$ cat src/sv/sweep_and_prune_broadphase_top_macros.svh
// ---------------------------------------------------------------------------
// Assertion macros for the sweep-and-prune broad phase
// Clocked on clk_i, disabled while rst_ni is low.
// ---------------------------------------------------------------------------
`ifndef SWEEP_AND_PRUNE_BROADPHASE_TOP_MACROS_SVH
`define SWEEP_AND_PRUNE_BROADPHASE_TOP_MACROS_SVH

// same-cycle implication
`define SAPB_ASSERT_IMP(name, ante, cons, msg) \
  name: assert property (@(posedge clk_i) disable iff (!rst_ni) (ante) |-> (cons)) \
    else $error(msg);

// next-cycle implication
`define SAPB_ASSERT_NXT(name, ante, cons, msg) \
  name: assert property (@(posedge clk_i) disable iff (!rst_ni) (ante) |=> (cons)) \
    else $error(msg);

`endif

$ cat src/sv/sapb_pkg.sv
// ---------------------------------------------------------------------------
// sapb_pkg
// Shared codes and controller/datapath command and status types.
// ---------------------------------------------------------------------------
package sapb_pkg;

  localparam int OBJ_AW = 10;
  localparam int EP_AW  = 13;

  localparam logic [2:0] OP_ADD    = 3'd0;
  localparam logic [2:0] OP_UPDATE = 3'd1;
  localparam logic [2:0] OP_REMOVE = 3'd2;
  localparam logic [2:0] OP_SWEEP  = 3'd3;
  localparam logic [2:0] OP_QUERY  = 3'd4;

  localparam logic [1:0] ST_OK     = 2'd0;
  localparam logic [1:0] ST_ABSENT = 2'd1;
  localparam logic [1:0] ST_DUP    = 2'd2;

  typedef enum logic [2:0] {
    WS_RD,
    WS_CUR,
    WS_LO,
    WS_HI,
    WS_UPD
  } ep_wsel_e;

  typedef struct packed {
    logic              in_ld;
    logic [1:0]        axis;
    logic              ep_re;
    logic [EP_AW-1:0]  ep_raddr;
    logic              ep_we;
    logic [EP_AW-1:0]  ep_waddr;
    ep_wsel_e          ep_wsel;
    logic              cur_ld;
    logic              box_re;
    logic [OBJ_AW-1:0] box_raddr;
    logic              box_we;
    logic              boxa_ld;
    logic              boxa_in;
    logic              row_re;
    logic [OBJ_AW-1:0] row_raddr;
    logic              row_we;
    logic [OBJ_AW-1:0] row_waddr;
    logic [OBJ_AW-1:0] row_bit;
    logic              row_val;
    logic              row_clr;
  } sapb_cmd_t;

  typedef struct packed {
    logic              rd_gt_hi;
    logic              rd_gt_lo;
    logic              cur_lt_rd;
    logic              rd_upper;
    logic              cur_upper;
    logic [OBJ_AW-1:0] rd_owner;
    logic [OBJ_AW-1:0] cur_owner;
    logic              touch;
    logic              row_bit;
  } sapb_sts_t;

endpackage

$ cat src/sv/sapb_ctrl.sv
// ---------------------------------------------------------------------------
// sapb_ctrl
// Sequencer for add, update, remove, sweep and query; owns presence bits,
// counters and the result register.
// ---------------------------------------------------------------------------
module sapb_ctrl #(
  parameter int MAX_OBJECTS = 64
) (
  input  logic                clk_i,
  input  logic                rst_ni,
  input  logic                in_valid_i,
  output logic                in_stall_o,
  input  logic [2:0]          op_i,
  input  logic [5:0]          object_id_i,
  input  logic [5:0]          other_id_i,
  output logic                out_valid_o,
  input  logic                out_stall_i,
  output logic [1:0]          status_o,
  output logic                pair_present_o,
  output logic [11:0]         pairs_added_o,
  output logic [11:0]         pairs_removed_o,
  output sapb_pkg::sapb_cmd_t cmd_o,
  input  sapb_pkg::sapb_sts_t sts_i
);
  import sapb_pkg::*;

  localparam int LIST_LEN = 2 * MAX_OBJECTS;
  localparam int OW       = $clog2(MAX_OBJECTS);
  localparam int KW       = $clog2(MAX_OBJECTS + 1);
  localparam int PW       = $clog2(LIST_LEN + 1);

  localparam logic [4:0] S_CLR     = 5'd0;
  localparam logic [4:0] S_IDLE    = 5'd1;
  localparam logic [4:0] S_A_INIT  = 5'd2;
  localparam logic [4:0] S_A_RD    = 5'd3;
  localparam logic [4:0] S_A_EV    = 5'd4;
  localparam logic [4:0] S_A_LO    = 5'd5;
  localparam logic [4:0] S_A_HI    = 5'd6;
  localparam logic [4:0] S_A_PAIRK = 5'd7;
  localparam logic [4:0] S_U_RD    = 5'd8;
  localparam logic [4:0] S_U_EV    = 5'd9;
  localparam logic [4:0] S_R_PAIRK = 5'd10;
  localparam logic [4:0] S_R_RD    = 5'd11;
  localparam logic [4:0] S_R_EV    = 5'd12;
  localparam logic [4:0] S_S_T     = 5'd13;
  localparam logic [4:0] S_S_LD    = 5'd14;
  localparam logic [4:0] S_S_BOX   = 5'd15;
  localparam logic [4:0] S_S_RD    = 5'd16;
  localparam logic [4:0] S_S_EV    = 5'd17;
  localparam logic [4:0] S_S_PL    = 5'd18;
  localparam logic [4:0] S_P_RD    = 5'd19;
  localparam logic [4:0] S_P_EVA   = 5'd20;
  localparam logic [4:0] S_P_EVB   = 5'd21;
  localparam logic [4:0] S_Q_RD    = 5'd22;
  localparam logic [4:0] S_Q_EV    = 5'd23;
  localparam logic [4:0] S_DONE    = 5'd24;

  logic [4:0]             state_q, state_d, ret_q, ret_d;
  logic [1:0]             axis_q, axis_d;
  logic [PW-1:0]          j_q, j_d, i_q, i_d, w_q, w_d, phi_q, phi_d, plo_q, plo_d;
  logic                   phase_q, phase_d, pmark_q, pmark_d;
  logic [KW-1:0]          k_q, k_d, nlive_q, nlive_d;
  logic [MAX_OBJECTS-1:0] live_q, live_d;
  logic [OW-1:0]          id_q, id_d, oth_q, oth_d, pa_q, pa_d, pb_q, pb_d;
  logic [11:0]            cadd_q, cadd_d, cdel_q, cdel_d;
  logic [1:0]             st_q, st_d;
  logic                   pres_q, pres_d;
  logic                   ov_q, ov_d;
  logic [1:0]             ost_q, ost_d;
  logic                   opres_q, opres_d;
  logic [11:0]            oadd_q, oadd_d, odel_q, odel_d;

  logic [PW-1:0]          n;
  logic [OW-1:0]          in_id, in_oth, rd_own, cur_own;
  logic                   id_bad, oth_bad, act;

  function automatic logic [EP_AW-1:0] ep_addr(input logic [1:0] ax, input logic [PW-1:0] pos);
    logic [EP_AW-1:0] base;
    base = (ax == 2'd2) ? EP_AW'(2 * LIST_LEN) : ((ax == 2'd1) ? EP_AW'(LIST_LEN) : '0);
    return base + EP_AW'(pos);
  endfunction

  function automatic logic [11:0] sat_inc(input logic [11:0] c);
    return (c == 12'hFFF) ? c : c + 12'd1;
  endfunction

  assign n       = PW'({nlive_q, 1'b0});
  assign in_id   = OW'(object_id_i);
  assign in_oth  = OW'(other_id_i);
  assign rd_own  = sts_i.rd_owner[OW-1:0];
  assign cur_own = sts_i.cur_owner[OW-1:0];
  assign id_bad  = 32'(object_id_i) >= MAX_OBJECTS;
  assign oth_bad = 32'(other_id_i) >= MAX_OBJECTS;

  always_comb begin
    state_d = state_q;
    ret_d   = ret_q;
    axis_d  = axis_q;
    j_d     = j_q;
    i_d     = i_q;
    w_d     = w_q;
    phi_d   = phi_q;
    plo_d   = plo_q;
    phase_d = phase_q;
    pmark_d = pmark_q;
    k_d     = k_q;
    nlive_d = nlive_q;
    live_d  = live_q;
    id_d    = id_q;
    oth_d   = oth_q;
    pa_d    = pa_q;
    pb_d    = pb_q;
    cadd_d  = cadd_q;
    cdel_d  = cdel_q;
    st_d    = st_q;
    pres_d  = pres_q;
    ov_d    = ov_q;
    ost_d   = ost_q;
    opres_d = opres_q;
    oadd_d  = oadd_q;
    odel_d  = odel_q;
    act     = 1'b0;
    cmd_o      = '0;
    cmd_o.axis = axis_q;

    if (ov_q && !out_stall_i) begin
      ov_d = 1'b0;
    end

    unique case (state_q)
      S_CLR: begin
        cmd_o.row_we    = 1'b1;
        cmd_o.row_clr   = 1'b1;
        cmd_o.row_waddr = OBJ_AW'(k_q);
        k_d = k_q + KW'(1);
        if (k_q == KW'(MAX_OBJECTS - 1)) begin
          k_d     = '0;
          state_d = S_IDLE;
        end
      end
      S_IDLE: begin
        if (in_valid_i) begin
          cmd_o.in_ld = 1'b1;
          id_d   = in_id;
          oth_d  = in_oth;
          cadd_d = '0;
          cdel_d = '0;
          st_d   = ST_OK;
          pres_d = 1'b0;
          axis_d = '0;
          j_d    = '0;
          w_d    = '0;
          k_d    = '0;
          state_d = S_DONE;
          unique case (op_i)
            OP_ADD: begin
              if (id_bad) begin
                st_d = ST_ABSENT;
              end else if (live_q[in_id] || nlive_q == KW'(MAX_OBJECTS)) begin
                st_d = ST_DUP;
              end else begin
                state_d = S_A_INIT;
              end
            end
            OP_UPDATE: begin
              if (id_bad || !live_q[in_id]) begin
                st_d = ST_ABSENT;
              end else begin
                state_d = S_U_RD;
              end
            end
            OP_REMOVE: begin
              if (id_bad || !live_q[in_id]) begin
                st_d = ST_ABSENT;
              end else begin
                state_d = S_R_PAIRK;
              end
            end
            OP_SWEEP: begin
              j_d     = PW'(1);
              state_d = S_S_T;
            end
            OP_QUERY: begin
              if (id_bad || oth_bad || !live_q[in_id] || !live_q[in_oth]) begin
                st_d = ST_ABSENT;
              end else begin
                state_d = S_Q_RD;
              end
            end
            default: begin
            end
          endcase
        end
      end
      S_A_INIT: begin
        cmd_o.box_we  = 1'b1;
        cmd_o.boxa_ld = 1'b1;
        cmd_o.boxa_in = 1'b1;
        j_d     = n;
        phase_d = 1'b0;
        state_d = S_A_RD;
      end
      S_A_RD: begin
        if (j_q == '0) begin
          plo_d = '0;
          if (!phase_q) begin
            phi_d = '0;
          end
          state_d = S_A_LO;
        end else begin
          cmd_o.ep_re    = 1'b1;
          cmd_o.ep_raddr = ep_addr(axis_q, j_q - PW'(1));
          state_d = S_A_EV;
        end
      end
      S_A_EV: begin
        if (!phase_q && sts_i.rd_gt_hi) begin
          cmd_o.ep_we    = 1'b1;
          cmd_o.ep_waddr = ep_addr(axis_q, j_q + PW'(1));
          cmd_o.ep_wsel  = WS_RD;
          j_d     = j_q - PW'(1);
          state_d = S_A_RD;
        end else begin
          if (!phase_q) begin
            phi_d = j_q;
          end
          phase_d = 1'b1;
          if (sts_i.rd_gt_lo) begin
            cmd_o.ep_we    = 1'b1;
            cmd_o.ep_waddr = ep_addr(axis_q, j_q);
            cmd_o.ep_wsel  = WS_RD;
            j_d     = j_q - PW'(1);
            state_d = S_A_RD;
          end else begin
            plo_d   = j_q;
            state_d = S_A_LO;
          end
        end
      end
      S_A_LO: begin
        cmd_o.ep_we    = 1'b1;
        cmd_o.ep_waddr = ep_addr(axis_q, plo_q);
        cmd_o.ep_wsel  = WS_LO;
        state_d = S_A_HI;
      end
      S_A_HI: begin
        cmd_o.ep_we    = 1'b1;
        cmd_o.ep_waddr = ep_addr(axis_q, phi_q + PW'(1));
        cmd_o.ep_wsel  = WS_HI;
        if (axis_q == 2'd2) begin
          live_d[id_q] = 1'b1;
          nlive_d = nlive_q + KW'(1);
          k_d     = '0;
          state_d = S_A_PAIRK;
        end else begin
          axis_d  = axis_q + 2'd1;
          state_d = S_A_INIT;
        end
      end
      S_A_PAIRK: begin
        if (k_q == KW'(MAX_OBJECTS)) begin
          state_d = S_DONE;
        end else begin
          k_d = k_q + KW'(1);
          if (k_q[OW-1:0] != id_q && live_q[k_q[OW-1:0]]) begin
            pa_d    = id_q;
            pb_d    = k_q[OW-1:0];
            pmark_d = 1'b1;
            ret_d   = S_A_PAIRK;
            state_d = S_P_RD;
          end
        end
      end
      S_U_RD: begin
        cmd_o.box_we = 1'b1;
        if (j_q == n) begin
          j_d = '0;
          if (axis_q == 2'd2) begin
            state_d = S_DONE;
          end else begin
            axis_d = axis_q + 2'd1;
          end
        end else begin
          cmd_o.ep_re    = 1'b1;
          cmd_o.ep_raddr = ep_addr(axis_q, j_q);
          state_d = S_U_EV;
        end
      end
      S_U_EV: begin
        if (rd_own == id_q) begin
          cmd_o.ep_we    = 1'b1;
          cmd_o.ep_waddr = ep_addr(axis_q, j_q);
          cmd_o.ep_wsel  = WS_UPD;
        end
        j_d     = j_q + PW'(1);
        state_d = S_U_RD;
      end
      S_R_PAIRK: begin
        if (k_q == KW'(MAX_OBJECTS)) begin
          j_d     = '0;
          w_d     = '0;
          axis_d  = '0;
          state_d = S_R_RD;
        end else begin
          k_d     = k_q + KW'(1);
          pa_d    = id_q;
          pb_d    = k_q[OW-1:0];
          pmark_d = 1'b0;
          ret_d   = S_R_PAIRK;
          state_d = S_P_RD;
        end
      end
      S_R_RD: begin
        if (j_q == n) begin
          j_d = '0;
          w_d = '0;
          if (axis_q == 2'd2) begin
            live_d[id_q] = 1'b0;
            nlive_d = nlive_q - KW'(1);
            state_d = S_DONE;
          end else begin
            axis_d = axis_q + 2'd1;
          end
        end else begin
          cmd_o.ep_re    = 1'b1;
          cmd_o.ep_raddr = ep_addr(axis_q, j_q);
          state_d = S_R_EV;
        end
      end
      S_R_EV: begin
        if (rd_own != id_q) begin
          if (j_q != w_q) begin
            cmd_o.ep_we    = 1'b1;
            cmd_o.ep_waddr = ep_addr(axis_q, w_q);
            cmd_o.ep_wsel  = WS_RD;
          end
          w_d = w_q + PW'(1);
        end
        j_d     = j_q + PW'(1);
        state_d = S_R_RD;
      end
      S_S_T: begin
        if (j_q >= n) begin
          j_d = PW'(1);
          if (axis_q == 2'd2) begin
            state_d = S_DONE;
          end else begin
            axis_d = axis_q + 2'd1;
          end
        end else begin
          cmd_o.ep_re    = 1'b1;
          cmd_o.ep_raddr = ep_addr(axis_q, j_q);
          state_d = S_S_LD;
        end
      end
      S_S_LD: begin
        cmd_o.cur_ld    = 1'b1;
        cmd_o.box_re    = 1'b1;
        cmd_o.box_raddr = sts_i.rd_owner;
        i_d     = j_q;
        state_d = S_S_BOX;
      end
      S_S_BOX: begin
        cmd_o.boxa_ld = 1'b1;
        state_d = S_S_RD;
      end
      S_S_RD: begin
        if (i_q == '0) begin
          state_d = S_S_PL;
        end else begin
          cmd_o.ep_re    = 1'b1;
          cmd_o.ep_raddr = ep_addr(axis_q, i_q - PW'(1));
          state_d = S_S_EV;
        end
      end
      S_S_EV: begin
        if (sts_i.cur_lt_rd) begin
          cmd_o.ep_we    = 1'b1;
          cmd_o.ep_waddr = ep_addr(axis_q, i_q);
          cmd_o.ep_wsel  = WS_RD;
          i_d   = i_q - PW'(1);
          pa_d  = cur_own;
          pb_d  = rd_own;
          ret_d = S_S_RD;
          if (!sts_i.cur_upper && sts_i.rd_upper) begin
            pmark_d = 1'b1;
            state_d = S_P_RD;
          end else if (sts_i.cur_upper && !sts_i.rd_upper) begin
            pmark_d = 1'b0;
            state_d = S_P_RD;
          end else begin
            state_d = S_S_RD;
          end
        end else begin
          state_d = S_S_PL;
        end
      end
      S_S_PL: begin
        cmd_o.ep_we    = 1'b1;
        cmd_o.ep_waddr = ep_addr(axis_q, i_q);
        cmd_o.ep_wsel  = WS_CUR;
        j_d     = j_q + PW'(1);
        state_d = S_S_T;
      end
      S_P_RD: begin
        cmd_o.row_re    = 1'b1;
        cmd_o.row_raddr = OBJ_AW'(pa_q);
        cmd_o.box_re    = 1'b1;
        cmd_o.box_raddr = OBJ_AW'(pb_q);
        state_d = S_P_EVA;
      end
      S_P_EVA: begin
        cmd_o.row_bit = OBJ_AW'(pb_q);
        act = (pa_q != pb_q) &&
              (pmark_q ? (sts_i.touch && !sts_i.row_bit) : sts_i.row_bit);
        if (act) begin
          cmd_o.row_we    = 1'b1;
          cmd_o.row_waddr = OBJ_AW'(pa_q);
          cmd_o.row_val   = pmark_q;
          cmd_o.row_re    = 1'b1;
          cmd_o.row_raddr = OBJ_AW'(pb_q);
          state_d = S_P_EVB;
        end else begin
          state_d = ret_q;
        end
      end
      S_P_EVB: begin
        cmd_o.row_bit   = OBJ_AW'(pa_q);
        cmd_o.row_we    = 1'b1;
        cmd_o.row_waddr = OBJ_AW'(pb_q);
        cmd_o.row_val   = pmark_q;
        if (pmark_q) begin
          cadd_d = sat_inc(cadd_q);
        end else begin
          cdel_d = sat_inc(cdel_q);
        end
        state_d = ret_q;
      end
      S_Q_RD: begin
        cmd_o.row_re    = 1'b1;
        cmd_o.row_raddr = OBJ_AW'(id_q);
        state_d = S_Q_EV;
      end
      S_Q_EV: begin
        cmd_o.row_bit = OBJ_AW'(oth_q);
        pres_d  = (id_q != oth_q) && sts_i.row_bit;
        state_d = S_DONE;
      end
      S_DONE: begin
        if (!ov_q || !out_stall_i) begin
          ov_d    = 1'b1;
          ost_d   = st_q;
          opres_d = pres_q;
          oadd_d  = cadd_q;
          odel_d  = cdel_q;
          state_d = S_IDLE;
        end
      end
      default: begin
        state_d = S_IDLE;
      end
    endcase
  end

  always_ff @(posedge clk_i or negedge rst_ni) begin
    if (!rst_ni) begin
      state_q <= S_CLR;
      ret_q   <= S_IDLE;
      axis_q  <= '0;
      j_q     <= '0;
      i_q     <= '0;
      w_q     <= '0;
      phi_q   <= '0;
      plo_q   <= '0;
      phase_q <= 1'b0;
      pmark_q <= 1'b0;
      k_q     <= '0;
      nlive_q <= '0;
      live_q  <= '0;
      id_q    <= '0;
      oth_q   <= '0;
      pa_q    <= '0;
      pb_q    <= '0;
      cadd_q  <= '0;
      cdel_q  <= '0;
      st_q    <= ST_OK;
      pres_q  <= 1'b0;
      ov_q    <= 1'b0;
      ost_q   <= ST_OK;
      opres_q <= 1'b0;
      oadd_q  <= '0;
      odel_q  <= '0;
    end else begin
      state_q <= state_d;
      ret_q   <= ret_d;
      axis_q  <= axis_d;
      j_q     <= j_d;
      i_q     <= i_d;
      w_q     <= w_d;
      phi_q   <= phi_d;
      plo_q   <= plo_d;
      phase_q <= phase_d;
      pmark_q <= pmark_d;
      k_q     <= k_d;
      nlive_q <= nlive_d;
      live_q  <= live_d;
      id_q    <= id_d;
      oth_q   <= oth_d;
      pa_q    <= pa_d;
      pb_q    <= pb_d;
      cadd_q  <= cadd_d;
      cdel_q  <= cdel_d;
      st_q    <= st_d;
      pres_q  <= pres_d;
      ov_q    <= ov_d;
      ost_q   <= ost_d;
      opres_q <= opres_d;
      oadd_q  <= oadd_d;
      odel_q  <= odel_d;
    end
  end

  assign in_stall_o      = (state_q != S_IDLE);
  assign out_valid_o     = ov_q;
  assign status_o        = ost_q;
  assign pair_present_o  = opres_q;
  assign pairs_added_o   = oadd_q;
  assign pairs_removed_o = odel_q;

endmodule

$ cat config.mk
export PLATFORM = sky130hd
export DESIGN_NAME = sapb_ctrl
export DESIGN_NICKNAME = d
export VERILOG_FILES = /design/src/sv/sweep_and_prune_broadphase_top_macros.svh /design/src/sv/sapb_pkg.sv /design/src/sv/sapb_ctrl.sv
export SDC_FILE = /design/constraint.sdc
export NUM_CORES = 1
export LEC_CHECK = 0
export BUFFER_PORTS_ARGS = -buffer_cell sky130_fd_sc_hd__buf_2
export CORE_MARGIN = 4
export CORE_UTILIZATION = 53
export DETAILED_ROUTE_END_ITERATION = 8
export GPL_TIMING_DRIVEN = 0
export PLACE_DENSITY_LB_ADDON = 0.2
export SLEW_MARGIN = 20
export SYNTH_ARGS = -nofsm -noshare
export SYNTH_HDL_FRONTEND = slang
export SYNTH_SLANG_ARGS = --single-unit
$ cat constraint.sdc
create_clock -name clk_i -period 3.3 [get_ports clk_i]
set_input_delay 0.99 -clock clk_i [delete_from_list [all_inputs] [get_ports clk_i]]
set_output_delay 0.99 -clock clk_i [all_outputs]
set_load 0.05 [all_outputs]
* Word-level counts from Yosys, hierarchy flattened
Cells that the tools add are included.
Word-level totals: bits in registers 211, word-level logic and storage cells 325
Cells by class: $add $sub $neg 19, order comparisons 6, eq/ne operators 70, multiplexer cells 143, bitwise gates (word level) 3, reduce and logical (&&, ||, !) cells 58
Operators with widths (count):
- 64-bit 2-to-1 mux | 3
- 8-bit 2-to-1 mux | 17
- 64-bit case mux with 2 select lines | 1
- 5-bit case mux with 25 select lines | 1
- 17-bit case mux with 7 select lines | 1
- 17-bit 2-to-1 mux | 6
- 5-bit 2-to-1 mux | 19
- 13-bit by 8-bit adder with 13-bit output | 7
- 11-bit case mux with 3 select lines | 2
- 64-bit AND | 1
- 64-bit inverter | 1
- 64-bit OR | 1
- 12-bit 2-to-1 mux | 5
- 14-bit 2-to-1 mux | 4
- 14-bit case mux with 4 select lines | 1
- 8-bit case mux with 7 select lines | 1
- 6-bit case mux with 3 select lines | 3
- 7-bit 2-to-1 mux | 7
- 6-bit 2-to-1 mux | 8
- 12-bit case mux with 2 select lines | 2
- 8-bit case mux with 2 select lines | 3
- 2-bit != test, second input constant | 23
- 5-bit == test, second input constant | 9
- 5-bit by 4-bit == test with 1-bit output, second input constant | 8
- other kinds (63) | 165

* Longest topological paths before layout
Gate-level depths: netlist (run 1).
word-level depth 9, depth in mapped cells 14, depth with buffers taken out 13

* Worst setup path after synthesis (run 1)
No wires, ideal clock.
kind register to output, from register state_q[2], to output cmd_o[13] (netlist name), arrival time 3.162 ns, required time 2.310 ns, path slack -0.852 ns, stages on the path, launching flop included 6, buffers on the path 1, cells stage by stage dfrtp_1 -> buf_2 -> or3_1 -> nor3_1 -> a222oi_1 -> inv_1
RTL lines:
- start, declared | RTL line sapb_ctrl.sv:58 | logic [4:0] state_q, state_d, ret_q, ret_d;
- start signal, assigned | RTL line sapb_ctrl.sv:494 | state_q <= state_d;
- end, declared | RTL line sapb_ctrl.sv:22 | output sapb_pkg::sapb_cmd_t cmd_o,

==> results of run 1 <==
==> power by group through the flow <==
stage          Sequential, mW  Clock (mW)  Combinational (mW)
2_1_floorplan            3.62           0                3.59
3_3_place_gp             3.53           0                5.08
3_5_place_dp             3.55           0                5.17
4_1_cts                  3.55        3.21                6.22
5_1_grt                  3.62        3.32                7.24
6_report                 3.59        3.21                6.87
==> through the flow <==
| step | power [mW] | instance area [um^2] |
|---|---|---|
| after floorplan | 7.21 | 14600 |
| after global placement | 8.61 | 15700 |
| after detailed placement | 8.72 | 15800 |
| after CTS | 13.0 | 18300 |
| after global routing | 14.2 | 18800 |
| final | 13.7 | 18800 |
==> routing by layer <==
metal / vias to the layer above / track usage, %
met5: - / 0
li1: 6230 / -
met1: 7063 / 47.0
met2: 1086 / 53.8
met3: 269 / 8.00
met4: 0 / 13.4
==> what timing repair did <==
| action | 4_1_cts | 5_1_grt |
|---|---|---|
| gates cloned | 3 | 0 |
| endpoints found under the setup margin | 142 | 103 |
| gates resized for setup | 314 | 70 |
| buffers inserted | 59 | 36 |
| pin swaps | 62 | 48 |
==> cell usage in the layout (no fill, tap or decap), types with 13 or more instances in the layout <==
| master | synthesis | final |
|---|---|---|
| nor2_1 | 122 | 99 |
| nand2b_1 | 19 | 14 |
| nor2b_1 | 15 | 13 |
| nor2_4 | 0 | 13 |
| dfrtp_2 | 0 | 21 |
| mux4_2 | 44 | 44 |
| mux2_2 | 32 | 32 |
| mux2i_1 | 19 | 19 |
| o21ai_0 | 161 | 154 |
| buf_6 | 9 | 51 |
| a31oi_1 | 21 | 20 |
| buf_8 | 0 | 25 |
| dfrtp_1 | 210 | 189 |
| clkbuf_16 | 0 | 26 |
| nor3_1 | 29 | 21 |
| a21oi_1 | 42 | 39 |
| inv_1 | 48 | 29 |
| nand2_1 | 180 | 170 |
| conb_1 | 1 | 17 |
| buf_4 | 19 | 114 |
| a22o_1 | 13 | 13 |
| clkbuf_1 | 82 | 48 |
| inv_2 | 0 | 16 |
| o31ai_1 | 69 | 69 |
| ha_1 | 40 | 28 |
| xnor2_1 | 37 | 30 |
| and3_1 | 20 | 15 |
| xor2_1 | 42 | 40 |
| nand3_1 | 42 | 33 |
| buf_2 | 12 | 84 |
| a222oi_1 | 21 | 21 |
| nand4_1 | 15 | 15 |
==> cell usage after synthesis, drive strengths merged (21+ instances only) <==
library cell and n:
nor3 30, xor2 42, inv 48, a31oi 21
buf 52, a21oi 42, mux4 49, dfrtp 210
clkbuf 83, nand3 42, o21ai 166, nor2 124
xnor2 37, a222oi 21, o31ai 69, ha 40
nand2 181, mux2 32
==> how the worst max path moves through the flow <==
stage / from / to / slack (ns) / cells past startpoint
after floorplan: sts_i[15] / cmd_o[58] / -0.1 / 7
after global placement: rst_ni / asynchronous set/reset pin / -2.49 / 1
after detailed placement: j_q[1] / cmd_o[71] / -0.83 / 12
after CTS: j_q[6] / cmd_o[73] / -0.35 / 7
after global routing: pb_q[2] / cmd_o[14] / -0.55 / 8
final: j_q[4] / cmd_o[69] / -0.50 / 7
==> logic make-up after synthesis <==
group / Yosys count / synth area share [%]
simple gates: 509 / 16.9
flops: 211 / 36.9
xor+xnor: 79 / 4.83
other cells: 1 / 0.0262
mux: 100 / 11.7
buf+inv: 185 / 6.05
fa+ha+maj: 41 / 3.64
compound gates: 429 / 19.9
==> cell type report <==
cell class                 count  share of cell area, %
buffer                       123                   4.50
antenna                        1                 0.0133
tap                          335                   2.23
timing repair buffer         230                   10.1
multi-input combinational   1176                   48.7
clock buffer                  31                   3.62
clock inverter                11                   1.38
sequential                   211                   28.3
inverter                      50                   1.09
==> results.json, run 1 <==
{
  "critPathSlowestCell": "dfrtp_2",
  "routed.top_layer": "met4",
  "regToRegSetupSlack_ns": 0.06,
  "hold_viol": 0,
  "slew_headroom_pct": 21.0,
  "grt_pass1_wl_um": 80200,
  "critical_path_class": "reg2out",
  "p_int_mw": 7.69,
  "core_mm2": 0.0263,
  "yosysSeqAreaShare_pct": 36.9,
  "async_flop_share_pct": 100,
  "synth_ff_type": "dfrtp_1",
  "port_buffers": 130,
  "status": "finished, violations left",
  "cp_num_buf_inv": 2,
  "grt_start_max_net_pins": 102,
  "p_seq_share_pct": 26.3,
  "crit_family": "simple AND/OR/NAND/NOR gates",
  "total_leakage_power_nw": 8.34,
  "track_usage_pct": 34.5,
  "power_switching_mw": 5.99,
  "synth_edf_count": 0,
  "final_cells": 2168,
  "reg2reg_from": "j_q[4]",
  "synthesis.area_mm2": 0.0143,
  "postCtsHoldBufs": 0,
  "setup_slack_ns": -0.497,
  "final.setup.tns_ns": -12.94,
  "cts_tree": "yes",
  "cts-root-buf": "clkbuf_16",
  "crit_path_end_kind": "output port",
  "finalCoreUtilization_pct": 71.4,
  "critPathRequiredTime_ns": 2.31,
  "dpl.cell_count": 2039,
  "switching_share_pct": 43.8,
  "postSynthAreaPerCell_um2": 9.20,
  "p_clk_share_pct": 23.5,
  "dieArea_mm2": 0.0297,
  "syn_inst": 1555,
  "critical_path.startpoint_type": "flip-flop",
  "yosysWarnings": 0,
  "period_needed_ns": 3.80,
  "nNetsFinal": 1904,
  "drtIter0Drc": 2226,
  "routedWlPerCell_um": 24.6,
  "clock_path_buffers": 3,
  "hold_ws_ns": 0.296,
  "gp_congestion": 1.00,
  "ant_nets": 0,
  "seq_area_mm2": 0.00531,
  "synth.largest_area_cell": "dfrtp_1",
  "antenna_found_initial": 0,
  "tightest_slew_ns": 1.17,
  "die_width_um": 172,
  "pre_cts_ws_ns": -0.832,
  "synth.top_cell.area_share_pct": 36.7,
  "cp_max_fo": 4,
  "clk_pin_slew_ns": 0.07,
  "die_y_um": 172,
  "h-tree-depth": 1,
  "numCtsBuffers": 25,
  "drive_above_1_share_pct": 33.7,
  "violations": "DRC, setup timing",
  "drt-pass1-iter-count": 9,
  "comb_power_share_pct": 50.2,
  "met3_length_um": 6640,
  "dp_hpwl_um": 36000,
  "floorplan.initialDensity_pct": 54.5,
  "wl_met2_um": 23700,
  "rsz0062_at_grt": "yes",
  "drt-met1-wl_um": 20300,
  "num_rows": 59,
  "worst_path_largest_cell_delay_ns": 0.47,
  "drt-total-wl_um": 53300,
  "fin_worst_skew_ns": 0.0131,
  "area_growth_pct": 31.0,
  "multi_input_area_mm2": 0.00914,
  "fin_crit_sh_pct": 115,
  "grt_pass1_vias": 14100,
  "insertion_delay_ns": 0.53,
  "cp.arrival_ns": 2.81,
  "max_freq_ghz": 0.263,
  "route.detailed.drc": 2,
  "clkSinkCount": 211,
  "setup-violations-final": 38,
  "worst_r2r_path_depth": 10,
  "io_pins": 158,
  "grt_overflow": 0,
  "drv_slew": 0,
  "synth_area_leaders": "dfrtp_1, mux4_2, o21ai_0, nand2_1, o31ai_1",
  "ys_ff_latch": 211,
  "hp-class": "in2async",
  "crit_chain": "ha_4, nand4_1, nor3_4, o32ai_4, buf_4, a221o_2, buf_6",
  "n_fill_cell": 1898,
  "power.density_mw_per_mm2": 729,
  "drv_cap": 0,
  "max-vdd-ir-drop_mv": 0.389,
  "avgViaCountPerCell": 6.76,
  "via_count": 14600,
  "synth_cell_types": 86
}
No activity file was read; power rests on OpenSTA's default activity.
==> run 2, diff against run 1 <==
Settings changed: CTS_CLUSTER_SIZE set to 24, RECOVER_POWER set to 100.
==> results.json, run 2 (synthesized netlist as in run 1, its figures left out) <==
{
  "floorplan.initialDensity_pct": 54.5,
  "power.density_mw_per_mm2": 730,
  "worst_path_largest_cell_delay_ns": 0.64,
  "max-vdd-ir-drop_mv": 0.388,
  "drive_above_1_share_pct": 31.0,
  "numCtsBuffers": 25,
  "min_from": "ret_q[1]",
  "dieArea_mm2": 0.0297,
  "cts-root-buf": "clkbuf_16",
  "final_cell_mix": "dfrtp_1, nand2_1, o21ai_0, buf_4, nor2_1",
  "pre_cts_ws_ns": -0.832,
  "period_needed_ns": 3.81,
  "die_width_um": 172,
  "crit_family": "simple AND/OR/NAND/NOR gates",
  "critPathSlowestCell": "nor2_1",
  "insertion_delay_ns": 0.53,
  "grt_overflow": 0,
  "finalCoreUtilization_pct": 70.6,
  "grt_use_met2_pct": 53.8,
  "setup-violations-final": 130,
  "h-tree-depth": 1,
  "clkSinkCount": 211,
  "io_pins": 158,
  "drt-total-wl_um": 53300,
  "regToRegSetupSlack_ns": -0.27,
  "cp.arrival_ns": 2.82,
  "total_leakage_power_nw": 8.14,
  "drv_slew": 0,
  "grt_start_max_net_pins": 102,
  "drtIter0Drc": 2096,
  "track_usage_pct": 34.5,
  "violations": "setup timing",
  "cp_num_buf_inv": 3,
  "cts_tree": "yes",
  "use_met1_pct": 47.0,
  "tightest_slew_ns": 1.40,
  "clk_pin_slew_ns": 0.06,
  "crit_path_end_kind": "output port",
  "status": "finished, violations left",
  "slew_headroom_pct": 6.46,
  "critical_path.startpoint_type": "flip-flop",
  "met3_usage_pct": 8.00,
  "ant_nets": 0,
  "max_freq_ghz": 0.262,
  "crit_chain": "buf_6, nand2_1, or2_0, nor2_1, clkbuf_1, buf_4",
  "drv_cap": 0,
  "hold_viol": 0,
  "route.detailed.drc": 0,
  "antennaDiodeCount": 0,
  "grt_pass1_wl_um": 80200,
  "setup_slack_ns": -0.513,
  "core_mm2": 0.0263,
  "mostFrequentLayoutCell": "dfrtp_1",
  "clock_path_buffers": 3,
  "routedWlPerCell_um": 24.6,
  "reg2reg_from": "state_q[2]",
  "fin_worst_skew_ns": 0.0127,
  "drt-pass1-iter-count": 8,
  "gr-max-usage-layer": "met2",
  "antenna_found_initial": 0,
  "fin_crit_sh_pct": 116,
  "critPathRequiredTime_ns": 2.31,
  "nNetsFinal": 1904,
  "cp_max_fo": 10,
  "port_buffers": 130,
  "rsz0062_at_grt": "yes",
  "dp_hpwl_um": 36000,
  "area_growth_pct": 29.6,
  "gp_congestion": 1.00,
  "avgViaCountPerCell": 6.75,
  "critical_path_class": "reg2out",
  "hp-class": "reg2reg",
  "die_y_um": 172,
  "grt_pass1_vias": 14100,
  "cp-startpoint": "state_q[2]",
  "p_total_mw": 13.6,
  "num_rows": 59,
  "via_count": 14600
}
-- run 2: cell count changes in the layout (fill, tap and decap cells not counted), moves of 2 or more --
cell,change
buf_16,-2
clkbuf_1,+38
nor2_4,-4
buf_2,-40
nand2_1,+2
or3_4,-2
nor2_1,+4
buf_4,-4
or3_1,+2
clkbuf_2,+9
nand2_2,-2
-- run 2: report_power, final --
group | leakage [nW] | switching, mW | internal (mW)
combinational | 4.87 | 4.26 | 2.49
clock | 0.458 | 1.14 | 2.07
sequential | 2.82 | 0.552 | 3.04
total | 8.14 | 5.96 | 7.59
-- run 2: layout make-up --
class	count	area, um^2
Clock buffer	31	678
Inverter	50	201
Timing Repair Buffer	230	1800
Sequential cell	211	5310
Fill cell	1954	7720
Multi-Input combinational cell	1176	9080
Buffer	123	818
Clock inverter	11	259
Tap cell	335	419
-- run 2: layer usage --
layer  vias to the layer above  part of all wire, %
li1                       6219                    -
met1                      7012                   38
met2                      1124                   45
met3                       262                   13
met4                         0                  5.0
met5                         -                    0
-- run 2: timing repair --
action / 4_1_cts / 5_1_grt
setup endpoints to repair: 142 / 103
buffers inserted: 59 / 36
hold buffers: 0 / 0
pin swaps: 62 / 48
cloned: 3 / 0
gates resized for setup: 314 / 70
-- run 2: worst paths after layout --
kind	to	depth (start not counted)
max in group asynchronous	pa_q[2]	2
max reg2reg	nlive_q[6]	14
min	ret_q[1]	1
min reg2reg	ret_q[1]	1
max	cmd_o[48]	6
min in group asynchronous	i_q[7]	1
-- run 2: per-stage QoR --
step	TNS (ns)	cells	cell area, um^2	hold WS, ns
final	-28.54	2167	18600	0.495
after global routing	-38.54	2167	18600	0.510
after floorplan	-0.232	1571	14600	0.446
after global placement	-561.72	2036	15700	0.465
after detailed placement	-44.85	2039	15800	0.472
after CTS	-10.51	2136	18300	0.293
